File: src/design/oaht_pkg.sv
package oaht_pkg;

   localparam int KEY_W = 31;
   localparam int VER_W = 7;
   localparam int SIZE_W = 7;
   localparam int SLOT_W = 6;
   localparam int MODE_W = 2;
   localparam int STAT_W = 2;
   localparam int DEF_MAX_SLOTS = 64;
   localparam int MAX_RESULTS = 64;
   localparam logic [SIZE_W-1:0] SIZE_RESET = 7'd64;
   localparam logic [KEY_W-1:0] PROBE_STEP = 31'd37;

   localparam logic [MODE_W-1:0] MODE_INSERT = 2'd0;
   localparam logic [MODE_W-1:0] MODE_SEARCH = 2'd1;
   localparam logic [MODE_W-1:0] MODE_DELETE = 2'd2;

   localparam logic [STAT_W-1:0] ST_OK = 2'd0;
   localparam logic [STAT_W-1:0] ST_FULL = 2'd1;
   localparam logic [STAT_W-1:0] ST_NOT_FOUND = 2'd2;

   localparam logic [1:0] SLOT_FREE = 2'd0;
   localparam logic [1:0] SLOT_BUSY = 2'd1;
   localparam logic [1:0] SLOT_DELETED = 2'd2;

   typedef struct packed {
      logic clr;
      logic accept;
      logic div_step;
      logic start;
      logic rd;
      logic eval_go;
      logic flush_go;
   } cmd_type;

   typedef struct packed {
      logic clr_last;
      logic div_last;
      logic is_ins;
      logic is_bad;
      logic ins_full;
      logic ins_take;
      logic walk_end;
      logic need_out;
      logic out_free;
   } stat_type;

endpackage

File: src/design/oaht_ifs.sv
interface oaht_req_if;
   logic valid;
   logic ready;
   logic [oaht_pkg::MODE_W-1:0] mode;
   logic [oaht_pkg::KEY_W-1:0] key;
   logic [oaht_pkg::VER_W-1:0] version;
   logic [oaht_pkg::KEY_W-1:0] payload;
   modport source (output valid, mode, key, version, payload, input ready);
   modport sink (input valid, mode, key, version, payload, output ready);
endinterface

interface oaht_rsp_if;
   logic valid;
   logic ready;
   logic [oaht_pkg::STAT_W-1:0] status;
   logic [oaht_pkg::SLOT_W-1:0] slot;
   logic [oaht_pkg::KEY_W-1:0] found_key;
   logic [oaht_pkg::KEY_W-1:0] found_payload;
   logic [oaht_pkg::VER_W-1:0] match_version;
   logic last;
   modport source (output valid, status, slot, found_key, found_payload, match_version, last,
                   input ready);
   modport sink (input valid, status, slot, found_key, found_payload, match_version, last,
                 output ready);
endinterface

interface oaht_csr_if;
   logic valid;
   logic ready;
   logic [oaht_pkg::SIZE_W-1:0] data;
   modport source (output valid, data, input ready);
   modport sink (input valid, data, output ready);
endinterface

File: src/design/open_address_hash_table_top.sv
// channel  dir  handshake      payload
// req      in   valid/ready    mode, key, version, payload
// rsp      out  valid/ready    status, slot, found_key, found_payload, match_version, last
// csr      in   valid/ready    data (table size, always ready)
//
// one item at a time: accept, then a bitwise key/step modulo pass, then setup,
// then per probe a slot memory read and then an evaluate, then a final result;
// an item with an unused mode ends at setup and gives no result
// after reset a clearing pass sets every slot free; no item is taken then
// a stalled rsp holds the walk whenever a result must enter a still full output register
module open_address_hash_table_top #(
   parameter int MAX_SLOTS = oaht_pkg::DEF_MAX_SLOTS
) (
   input logic        clock,
   input logic        reset,
   oaht_req_if.sink   req,
   oaht_rsp_if.source rsp,
   oaht_csr_if.sink   csr
);

   oaht_pkg::cmd_type  cmd;
   oaht_pkg::stat_type stat;
   logic req_ready;

   assign req.ready = req_ready;

   oaht_ctrl u_ctrl (
      .clock     (clock),
      .reset     (reset),
      .req_valid (req.valid),
      .req_ready (req_ready),
      .stat      (stat),
      .cmd       (cmd)
   );

   oaht_dp #(.MAX_SLOTS(MAX_SLOTS)) u_dp (
      .clock       (clock),
      .reset       (reset),
      .cmd         (cmd),
      .stat        (stat),
      .req_mode    (req.mode),
      .req_key     (req.key),
      .req_version (req.version),
      .req_payload (req.payload),
      .rsp         (rsp),
      .csr         (csr)
   );

   a_busy_after_accept: assert property (@(posedge clock) disable iff (reset)
      req.valid && req.ready |=> !req.ready)
      else $error("item taken while a walk is in progress");

   a_not_found_last: assert property (@(posedge clock) disable iff (reset)
      rsp.valid && rsp.status == oaht_pkg::ST_NOT_FOUND |-> rsp.last && rsp.match_version == '0)
      else $error("not found result is not a lone final item");

   a_full_shape: assert property (@(posedge clock) disable iff (reset)
      rsp.valid && rsp.status == oaht_pkg::ST_FULL |-> rsp.last && rsp.slot == '0)
      else $error("table full result malformed");

endmodule

File: src/design/oaht_ctrl.sv
module oaht_ctrl (
   input  logic                clock,
   input  logic                reset,
   input  logic                req_valid,
   output logic                req_ready,
   input  oaht_pkg::stat_type  stat,
   output oaht_pkg::cmd_type   cmd
);

   localparam logic [2:0] S_IDLE = 3'd0;
   localparam logic [2:0] S_CLEAR = 3'd1;
   localparam logic [2:0] S_DIV = 3'd2;
   localparam logic [2:0] S_START = 3'd3;
   localparam logic [2:0] S_READ = 3'd4;
   localparam logic [2:0] S_EVAL = 3'd5;
   localparam logic [2:0] S_FLUSH = 3'd6;

   logic [2:0] state_ff, state_in;

   always_comb begin
      state_in = state_ff;
      cmd = '0;
      req_ready = 1'b0;
      unique case (state_ff)
         S_CLEAR: begin
            cmd.clr = 1'b1;
            if (stat.clr_last) state_in = S_IDLE;
         end
         S_IDLE: begin
            req_ready = 1'b1;
            if (req_valid) begin
               cmd.accept = 1'b1;
               state_in = S_DIV;
            end
         end
         S_DIV: begin
            cmd.div_step = 1'b1;
            if (stat.div_last) state_in = S_START;
         end
         S_START: begin
            cmd.start = 1'b1;
            priority if (stat.is_bad) state_in = S_IDLE;
            else if (stat.is_ins && stat.ins_full) state_in = S_FLUSH;
            else state_in = S_READ;
         end
         S_READ: begin
            cmd.rd = 1'b1;
            state_in = S_EVAL;
         end
         S_EVAL: begin
            if (!stat.need_out || stat.out_free) begin
               cmd.eval_go = 1'b1;
               state_in = (stat.ins_take || stat.walk_end) ? S_FLUSH : S_READ;
            end
         end
         S_FLUSH: begin
            if (stat.out_free) begin
               cmd.flush_go = 1'b1;
               state_in = S_IDLE;
            end
         end
         default: state_in = S_IDLE;
      endcase
   end

   always_ff @(posedge clock) begin
      if (reset) state_ff <= S_CLEAR;
      else state_ff <= state_in;
   end

endmodule

File: src/design/oaht_dp.sv
module oaht_dp #(
   parameter int MAX_SLOTS = oaht_pkg::DEF_MAX_SLOTS
) (
   input  logic                              clock,
   input  logic                              reset,
   input  oaht_pkg::cmd_type                 cmd,
   output oaht_pkg::stat_type                stat,
   input  logic [oaht_pkg::MODE_W-1:0]       req_mode,
   input  logic [oaht_pkg::KEY_W-1:0]        req_key,
   input  logic [oaht_pkg::VER_W-1:0]        req_version,
   input  logic [oaht_pkg::KEY_W-1:0]        req_payload,
   oaht_rsp_if.source                        rsp,
   oaht_csr_if.sink                          csr
);

   localparam int IW = (MAX_SLOTS > 1) ? $clog2(MAX_SLOTS) : 1;
   localparam int SW = $clog2(MAX_SLOTS + 1);
   localparam int CW = (SW > oaht_pkg::SIZE_W) ? SW : oaht_pkg::SIZE_W;
   localparam int KW = oaht_pkg::KEY_W;
   localparam int VW = oaht_pkg::VER_W;

   logic [1:0] st_mem [MAX_SLOTS];
   logic [KW-1:0] key_mem [MAX_SLOTS];
   logic [KW-1:0] pay_mem [MAX_SLOTS];

   logic [oaht_pkg::SIZE_W-1:0] tsize_ff, tsize_in;
   logic [oaht_pkg::MODE_W-1:0] mode_ff, mode_in;
   logic [KW-1:0] key_ff, key_in, pay_ff, pay_in;
   logic [VW-1:0] ver_ff, ver_in;
   logic [SW-1:0] size_ff, size_in;
   logic [KW-1:0] kshift_ff, kshift_in, sshift_ff, sshift_in;
   logic [SW-1:0] remk_ff, remk_in, rems_ff, rems_in;
   logic [4:0] dcnt_ff, dcnt_in;
   logic [IW-1:0] pos_ff, pos_in, clr_ff, clr_in;
   logic [SW-1:0] n_ff, n_in, busy_ff, busy_in;
   logic [VW-1:0] seen_ff, seen_in, cnt_ff, cnt_in;
   logic [1:0] strd_ff;
   logic [KW-1:0] keyrd_ff, payrd_ff;
   logic pend_v_ff, pend_v_in;
   logic [oaht_pkg::STAT_W-1:0] pst_ff, pst_in;
   logic [IW-1:0] pslot_ff, pslot_in;
   logic [KW-1:0] pkey_ff, pkey_in, ppay_ff, ppay_in;
   logic [VW-1:0] pver_ff, pver_in;
   logic rv_ff, rv_in, rl_ff, rl_in;
   logic [oaht_pkg::STAT_W-1:0] rst_ff, rst_in;
   logic [IW-1:0] rslot_ff, rslot_in;
   logic [KW-1:0] rkey_ff, rkey_in, rpay_ff, rpay_in;
   logic [VW-1:0] rver_ff, rver_in;

   logic [CW-1:0] ts_x, sz_x;
   logic [SW:0] trial_k, trial_s, psum, nsum;
   logic is_ins, is_srch, is_del, lookup, take, hit, emit, last_probe, out_free, push;
   logic [VW-1:0] seen_nx;
   logic [7:0] cnt_nx;
   logic [IW+5:0] slot_wide;

   assign csr.ready = 1'b1;

   assign is_ins = (mode_ff == oaht_pkg::MODE_INSERT);
   assign is_srch = (mode_ff == oaht_pkg::MODE_SEARCH);
   assign is_del = (mode_ff == oaht_pkg::MODE_DELETE);
   assign lookup = is_srch || is_del;
   assign take = (strd_ff != oaht_pkg::SLOT_BUSY);
   assign hit = (strd_ff == oaht_pkg::SLOT_BUSY) && (keyrd_ff == key_ff);
   assign seen_nx = seen_ff + VW'(1);
   assign cnt_nx = 8'(cnt_ff) + 8'd1;
   assign emit = lookup && hit && (is_srch || ver_ff == '0 || ver_ff == seen_nx);
   assign nsum = (SW+1)'(n_ff) + (SW+1)'(1);
   assign last_probe = nsum >= (SW+1)'(size_ff);
   assign out_free = !rv_ff || rsp.ready;
   assign push = cmd.eval_go && emit && pend_v_ff;
   assign ts_x = CW'(tsize_ff);
   assign sz_x = (ts_x == '0) ? CW'(1) : ((ts_x > CW'(MAX_SLOTS)) ? CW'(MAX_SLOTS) : ts_x);
   assign trial_k = {remk_ff, kshift_ff[KW-1]};
   assign trial_s = {rems_ff, sshift_ff[KW-1]};
   assign psum = (SW+1)'(pos_ff) + (SW+1)'(rems_ff);

   always_comb begin
      stat.clr_last = (clr_ff == IW'(MAX_SLOTS - 1));
      stat.div_last = (dcnt_ff == 5'(KW - 1));
      stat.is_ins = is_ins;
      stat.is_bad = !is_ins && !lookup;
      stat.ins_full = busy_ff >= size_ff;
      stat.ins_take = is_ins && take;
      stat.walk_end = is_ins ? last_probe
         : ((strd_ff == oaht_pkg::SLOT_FREE) || last_probe
            || (emit && ((is_del && ver_ff != '0) || cnt_nx >= 8'(oaht_pkg::MAX_RESULTS))));
      stat.need_out = emit && pend_v_ff;
      stat.out_free = out_free;
   end

   always_comb begin
      tsize_in = (csr.valid) ? csr.data : tsize_ff;
      mode_in = mode_ff; key_in = key_ff; pay_in = pay_ff; ver_in = ver_ff;
      size_in = size_ff; kshift_in = kshift_ff; sshift_in = sshift_ff;
      remk_in = remk_ff; rems_in = rems_ff; dcnt_in = dcnt_ff;
      pos_in = pos_ff; n_in = n_ff; seen_in = seen_ff; cnt_in = cnt_ff;
      busy_in = busy_ff; clr_in = clr_ff;
      pend_v_in = pend_v_ff; pst_in = pst_ff; pslot_in = pslot_ff;
      pkey_in = pkey_ff; ppay_in = ppay_ff; pver_in = pver_ff;
      rv_in = rv_ff && !rsp.ready; rl_in = rl_ff; rst_in = rst_ff; rslot_in = rslot_ff;
      rkey_in = rkey_ff; rpay_in = rpay_ff; rver_in = rver_ff;
      if (cmd.clr) clr_in = clr_ff + IW'(1);
      if (cmd.accept) begin
         mode_in = req_mode; key_in = req_key; pay_in = req_payload; ver_in = req_version;
         size_in = SW'(sz_x);
         kshift_in = req_key; sshift_in = oaht_pkg::PROBE_STEP;
         remk_in = '0; rems_in = '0; dcnt_in = '0;
      end
      if (cmd.div_step) begin
         remk_in = (trial_k >= (SW+1)'(size_ff)) ? SW'(trial_k - (SW+1)'(size_ff))
                                                 : SW'(trial_k);
         rems_in = (trial_s >= (SW+1)'(size_ff)) ? SW'(trial_s - (SW+1)'(size_ff))
                                                 : SW'(trial_s);
         kshift_in = {kshift_ff[KW-2:0], 1'b0};
         sshift_in = {sshift_ff[KW-2:0], 1'b0};
         dcnt_in = dcnt_ff + 5'd1;
      end
      if (cmd.start) begin
         pos_in = IW'(remk_ff); n_in = '0; seen_in = '0; cnt_in = '0; pend_v_in = 1'b0;
      end
      if (cmd.eval_go) begin
         if (hit) seen_in = seen_nx;
         if (is_ins && take) begin
            busy_in = busy_ff + SW'(1);
            pend_v_in = 1'b1; pst_in = oaht_pkg::ST_OK; pslot_in = pos_ff;
            pkey_in = key_ff; ppay_in = pay_ff; pver_in = '0;
         end
         if (emit) begin
            cnt_in = VW'(cnt_nx);
            if (is_del && busy_ff != '0) busy_in = busy_ff - SW'(1);
            pend_v_in = 1'b1; pst_in = oaht_pkg::ST_OK; pslot_in = pos_ff;
            pkey_in = keyrd_ff; ppay_in = payrd_ff; pver_in = seen_nx;
         end
         pos_in = (psum >= (SW+1)'(size_ff)) ? IW'(psum - (SW+1)'(size_ff)) : IW'(psum);
         n_in = SW'(nsum);
      end
      if (push) begin
         rv_in = 1'b1; rl_in = 1'b0; rst_in = pst_ff; rslot_in = pslot_ff;
         rkey_in = pkey_ff; rpay_in = ppay_ff; rver_in = pver_ff;
      end
      if (cmd.flush_go) begin
         rv_in = 1'b1; rl_in = 1'b1;
         if (pend_v_ff) begin
            rst_in = pst_ff; rslot_in = pslot_ff; rkey_in = pkey_ff;
            rpay_in = ppay_ff; rver_in = pver_ff;
         end else begin
            rst_in = is_ins ? oaht_pkg::ST_FULL : oaht_pkg::ST_NOT_FOUND;
            rslot_in = '0; rkey_in = '0; rpay_in = '0; rver_in = '0;
         end
         pend_v_in = 1'b0;
      end
   end

   always_ff @(posedge clock) begin
      if (reset) begin
         tsize_ff <= oaht_pkg::SIZE_RESET;
         busy_ff <= '0;
         clr_ff <= '0;
         pend_v_ff <= 1'b0;
         rv_ff <= 1'b0;
      end else begin
         tsize_ff <= tsize_in;
         busy_ff <= busy_in;
         clr_ff <= clr_in;
         pend_v_ff <= pend_v_in;
         rv_ff <= rv_in;
      end
      mode_ff <= mode_in; key_ff <= key_in; pay_ff <= pay_in; ver_ff <= ver_in;
      size_ff <= size_in; kshift_ff <= kshift_in; sshift_ff <= sshift_in;
      remk_ff <= remk_in; rems_ff <= rems_in; dcnt_ff <= dcnt_in;
      pos_ff <= pos_in; n_ff <= n_in; seen_ff <= seen_in; cnt_ff <= cnt_in;
      pst_ff <= pst_in; pslot_ff <= pslot_in; pkey_ff <= pkey_in;
      ppay_ff <= ppay_in; pver_ff <= pver_in;
      rl_ff <= rl_in; rst_ff <= rst_in; rslot_ff <= rslot_in;
      rkey_ff <= rkey_in; rpay_ff <= rpay_in; rver_ff <= rver_in;
   end

   // slot state memory
   always_ff @(posedge clock) begin
      if (cmd.clr) st_mem[clr_ff] <= oaht_pkg::SLOT_FREE;
      else if (cmd.eval_go && is_ins && take) st_mem[pos_ff] <= oaht_pkg::SLOT_BUSY;
      else if (cmd.eval_go && emit && is_del) st_mem[pos_ff] <= oaht_pkg::SLOT_DELETED;
      if (cmd.rd) strd_ff <= st_mem[pos_ff];
   end

   always_ff @(posedge clock) begin
      if (cmd.eval_go && is_ins && take) begin
         key_mem[pos_ff] <= key_ff;
         pay_mem[pos_ff] <= pay_ff;
      end
      if (cmd.rd) begin
         keyrd_ff <= key_mem[pos_ff];
         payrd_ff <= pay_mem[pos_ff];
      end
   end

   assign slot_wide = {6'd0, rslot_ff};
   assign rsp.valid = rv_ff;
   assign rsp.status = rst_ff;
   assign rsp.slot = slot_wide[5:0];
   assign rsp.found_key = rkey_ff;
   assign rsp.found_payload = rpay_ff;
   assign rsp.match_version = rver_ff;
   assign rsp.last = rl_ff;

endmodule

File: src/flat_wrapper.sv
// flat-port wrapper written by rule: the top's interface ports become plain ports
module open_address_hash_table_top_flat 
#(
   parameter int MAX_SLOTS = oaht_pkg::DEF_MAX_SLOTS
)
  (clock, reset, req_valid, req_mode, req_key, req_version, req_payload, req_ready, rsp_valid, rsp_status, rsp_slot, rsp_found_key, rsp_found_payload, rsp_match_version, rsp_last, rsp_ready, csr_valid, csr_data, csr_ready);
  oaht_req_if req_i ();
  oaht_rsp_if rsp_i ();
  oaht_csr_if csr_i ();
  input logic clock;
  input logic reset;
  input wire logic [$bits(req_i.valid)-1:0] req_valid;
  input wire logic [$bits(req_i.mode)-1:0] req_mode;
  input wire logic [$bits(req_i.key)-1:0] req_key;
  input wire logic [$bits(req_i.version)-1:0] req_version;
  input wire logic [$bits(req_i.payload)-1:0] req_payload;
  output wire logic [$bits(req_i.ready)-1:0] req_ready;
  output wire logic [$bits(rsp_i.valid)-1:0] rsp_valid;
  output wire logic [$bits(rsp_i.status)-1:0] rsp_status;
  output wire logic [$bits(rsp_i.slot)-1:0] rsp_slot;
  output wire logic [$bits(rsp_i.found_key)-1:0] rsp_found_key;
  output wire logic [$bits(rsp_i.found_payload)-1:0] rsp_found_payload;
  output wire logic [$bits(rsp_i.match_version)-1:0] rsp_match_version;
  output wire logic [$bits(rsp_i.last)-1:0] rsp_last;
  input wire logic [$bits(rsp_i.ready)-1:0] rsp_ready;
  input wire logic [$bits(csr_i.valid)-1:0] csr_valid;
  input wire logic [$bits(csr_i.data)-1:0] csr_data;
  output wire logic [$bits(csr_i.ready)-1:0] csr_ready;
  assign req_i.valid = req_valid;
  assign req_i.mode = req_mode;
  assign req_i.key = req_key;
  assign req_i.version = req_version;
  assign req_i.payload = req_payload;
  assign req_ready = req_i.ready;
  assign rsp_valid = rsp_i.valid;
  assign rsp_status = rsp_i.status;
  assign rsp_slot = rsp_i.slot;
  assign rsp_found_key = rsp_i.found_key;
  assign rsp_found_payload = rsp_i.found_payload;
  assign rsp_match_version = rsp_i.match_version;
  assign rsp_last = rsp_i.last;
  assign rsp_i.ready = rsp_ready;
  assign csr_i.valid = csr_valid;
  assign csr_i.data = csr_data;
  assign csr_ready = csr_i.ready;
  open_address_hash_table_top #(.MAX_SLOTS(MAX_SLOTS)) u_core (.clock(clock), .reset(reset), .req(req_i), .rsp(rsp_i), .csr(csr_i));
endmodule
File: config.mk
export PLATFORM = sky130hd
export DESIGN_NAME = open_address_hash_table_top_flat
export DESIGN_NICKNAME = d
export VERILOG_FILES = /design/src/design/oaht_pkg.sv /design/src/design/oaht_ifs.sv /design/src/design/open_address_hash_table_top.sv /design/src/design/oaht_ctrl.sv /design/src/design/oaht_dp.sv /design/src/flat_wrapper.sv
export SDC_FILE = /design/constraint.sdc
export NUM_CORES = 2
export LEC_CHECK = 0
export ABC_AREA = 1
export CORE_UTILIZATION = 35
export CTS_BUF_LIST = sky130_fd_sc_hd__clkbuf_4 sky130_fd_sc_hd__clkbuf_8
export CTS_CLUSTER_SIZE = 28
export DETAILED_ROUTE_END_ITERATION = 8
export DONT_BUFFER_PORTS = 1
export PLACE_DENSITY = 0.5
export SETUP_SLACK_MARGIN = 0.3
export SLEW_MARGIN = 20
export SYNTH_ARGS = -nofsm -noshare
export SYNTH_HDL_FRONTEND = slang
export SYNTH_HIERARCHICAL = 1
export SYNTH_SLANG_ARGS = --single-unit
File: constraint.sdc
create_clock -name clock -period 15.1 [get_ports clock]
set_input_delay 3.02 -clock clock [delete_from_list [all_inputs] [get_ports clock]]
set_output_delay 3.02 -clock clock [all_outputs]
set_load 0.02 [all_outputs]
==> metrics.md <==
| Metric | Value |
|---|---|
| Status | complete, no violations |
| Clock buffer depth | 4 |
| Worst slew pin tran | 1.23 ns |
| Pre-CTS setup slack | 7.29 ns |
| Syn nets | 11014 |
| Largest net degree at the start of global routing | 94 |
| TNS Setup | 0 ns |
| Total power | 0.0240 W |
| Final Cycle Share | 50.6% |
| Reg clk slew, reported paths | 0.06 ns |
| PortBufs | 0 |
| CTS HTree Levels | 6 |
| Setup repair after global routing missed its margin | false |
| Power share of the sequential group | 56.6% |
| WL/cell | 32.8 microns |
| Detail Route Antenna Nets | 0 |
| Worst-skew pair later-pin latency | 1.28 ns |
| Final instance area | 192000 sq um |
| Root Driver | clkbuf_8 |
| Synthesized flop and latch total | 4524 |
| Synth Flop Type | edfxtp_1 |
| Most frequent cells after synthesis | edfxtp_1, nand2_1, a22oi_1 |
| Switch share | 20.9% |
| VDD IR max | 0.0932 mV |
| WP buf/inv | 4 |
| Area Overhead vs Synth | 13.8% |
| Die X | 697 microns |
| Avg Cell Area, Syn | 15.5 sq um |
| Peak Freq | 131 MHz |
| Int Pwr | 0.0190 W |
| Vias in the first global route | 98945 |
| Aggregate routed wire length | 602000 microns |
| Nets | 11478 |
| HPWL Detailed | 349000 microns |
| Setup Buffers After CTS | 0 |
| Vias post-DR | 103707 |
| Max-Cap Viols | 0 |
| Router iterations before antenna repair | 6 |
| Register area share after synthesis | 80.2% |
| Clock Skew | 0.0856 ns |
| Sequential cell area | 135000 sq um |
| First-iteration detailed-routing DRC count | 13963 |
| Slew margin rel. | 17.5% |
| CTS tree | yes |
| Overall die area | 486000 sq um |
| Top cell type's share of synthesized area | 79.7% |
| Post-synth ARST share | 0% |
| Switching Power | 0.00502 W |
| FP Rows | 254 |
| Final setup fails | 0 |
| Leakage | 62.7 nW |
| Die Ht | 697 microns |
| Logic gate share of total power | 0.1% |
| Top Ports | 164 |
| Cts repair resizes | 0 |
| Synth area leader | edfxtp_1 |
| Layout filler cell count | 43666 |
| Slowest CP cell | nor2_4 |
| Multi-input logic area | 30200 sq um |
| CTS Sinks | 4524 |
| Initial Utilization | 35.2% |
| Fin crit period | 7.63 ns |
| Final max-slew violation count | 0 |
| Hold_buf cts | 0 |
| GR Util All Layers | 24.1% |
| Total CTS buffers | 738 |
| Core area | 480000 sq um |
| Unique masters post-synth | 61 |
| Startpoint Class | flip-flop |
| CP required | 15.96 ns |
| Crit path kind | flip-flop to flip-flop |
| Cell count after synthesis | 10872 |
| First-pass GRT wire length | 818000 microns |
| CP endpoint kind | flip-flop |
| Placed cell areas | 178000 sq um |
| Ys Warns | 6 |
| Most frequent cell after synthesis | edfxtp_1 |
| Grt total ovfl | 0 |
| Clock power frac | 43.3% |
| Critical Path AT | 8.49 ns |
| Placer Congestion | 0.885 |
| Reg2Reg Depth | 17 |
| Top cells by area, synth | edfxtp_1, nand2_1, a22oi_1 |
| Worst path depth | 17 |
| PD cells | 125 nW/um^2 |
| Worst min path class | flip-flop to flip-flop |
| Crit-path leading delay family | simple AND/OR/NAND/NOR gates |
| Cell Chain, Critical Path | buf_4 > nand2_1 > nand4_1 > nor2_1 > nand2_1 > nor2_1 > nand2_1 > nor2_2 > nand2_4 > nor2_1 > a21oi_1 > buf_4 > inv_1 > nor2_4 > nand2_1 > nor2_4 > buf_4 |
| Hold Vio Cnt, Final | 0 |
| Initial antenna violation count | 60 |
| Hold path depth | 2 |
| Count of flip-flops with a built-in enable after synthesis | 4482 |
| DRC viols | 0 |
| Worst path max stage delay | 1.08 ns |
| Worst-path maximum fanout | 43 |
| Vias per cell | 5.65 |
| Synth Cell Area | 169000 sq um |
| Final setup margin | 7.47 ns |
| Worst path most repeated cell | nand2_1 |
| Layout cell share with drive strength beyond 1 | 13.7% |
state kept, by name (all words and copies together) (netlist names), 31 cells and up:
register                       flops
u_core/u_dp/pkey_ff               31
u_core/u_dp/rsp.found_payload     31
u_core/u_dp/st_mem               128
u_core/u_dp/sshift_ff             31
u_core/u_dp/pay_ff                31
u_core/u_dp/keyrd_ff              31
u_core/u_dp/key_mem             1984
u_core/u_dp/key_ff                31
u_core/u_dp/kshift_ff             31
u_core/u_dp/ppay_ff               31
u_core/u_dp/payrd_ff              31
u_core/u_dp/rsp.found_key         31
u_core/u_dp/pay_mem             1984
power groups by stage:
stage	combinational [W]	clock (W)	sequential, W
final	0.0000284	0.0104	0.0136
after global routing	0.0000310	0.0111	0.0136
after CTS	0.0000285	0.0106	0.0136
after detailed placement	0.0000284	0	0.0139
after global placement	0.0000276	0	0.0139
after floorplan	0.0000206	0	0.0139
cells by family (layout without fill, tap and decap cells):
family | count (synthesis) | after routing | synth area share (%)
AOI/OAI and AO/OA | 1649 | 1649 | 7.54
xor gates and xnor gates | 41 | 41 | 0.217
adders and majority gates | 59 | 59 | 0.455
buffers and inverters | 1007 | 2046 | 2.34
DFF | 4524 | 4524 | 80.2
muxes | 1 | 1 | 0.00666
other | 1 | 37 | 0.00222
and+or+nand+nor | 3590 | 3590 | 9.28
layer usage:
layer  track usage (%)  part of all wire [%]  vias up
met5                 0                 0.036        -
met4              9.16                   4.1       32
met3              4.67                   9.5     1020
met2              38.2                    46     6046
met1              32.8                    40    53892
li1                  -                     -    42717
worst paths after layout:
path                                               start                    endpoint  slack (ns)
worst max-delay path              u_core/u_dp/key_ff[13]  u_core/u_dp/pay_mem[46][5]        7.47
worst min-delay path            u_core/u_dp/sshift_ff[0]    u_core/u_dp/sshift_ff[0]        0.46
worst max register to register    u_core/u_dp/key_ff[13]  u_core/u_dp/pay_mem[46][5]        7.47
worst min register to register  u_core/u_dp/sshift_ff[0]    u_core/u_dp/sshift_ff[0]        0.46
layout by cell type (no fill, tap or decap), types with 25 or more instances in the layout:
cell type	instances
edfxtp_1	4482
nand2_1	2399
clkbuf_8	750
a22oi_1	626
nand4_1	526
a221oi_1	453
inv_1	393
buf_4	276
clkbuf_4	274
a22o_1	253
nor2_1	246
clkinv_1	199
nand3_1	198
o21ai_0	136
a21oi_1	99
nor2_4	72
ha_1	55
dfxtp_1	42
clkinv_2	38
diode_2	36
o2bb2ai_1	29
or2_1	25
final cells by class:
class                   instances  area share (%)
flip-flops and latches       4524            70.4
multi-input cells            5341            15.7
clock buffers                1024            6.44
well taps                    6400            4.16
repair buffers                310            1.44
clock inverters               291           0.912
inverters                     421           0.850
diodes                         36          0.0468
per-stage QoR:
step                util [%]  hold slack, ns  cells
floorplan                  -           0.427  10872
global placement        37.1           0.442  16983
detailed placement      37.1           0.440  16994
CTS                     40.1           0.456  18309
global route            40.1           0.468  18326
finish                  40.1           0.458  18347
tightest hold or removal path: stages, from the launching register on:
cell	delay (ns)
dfxtp_1	0.31
nand2_1	0.06
nand2_1	0.05
No activity file was read; power rests on OpenSTA's default activity.
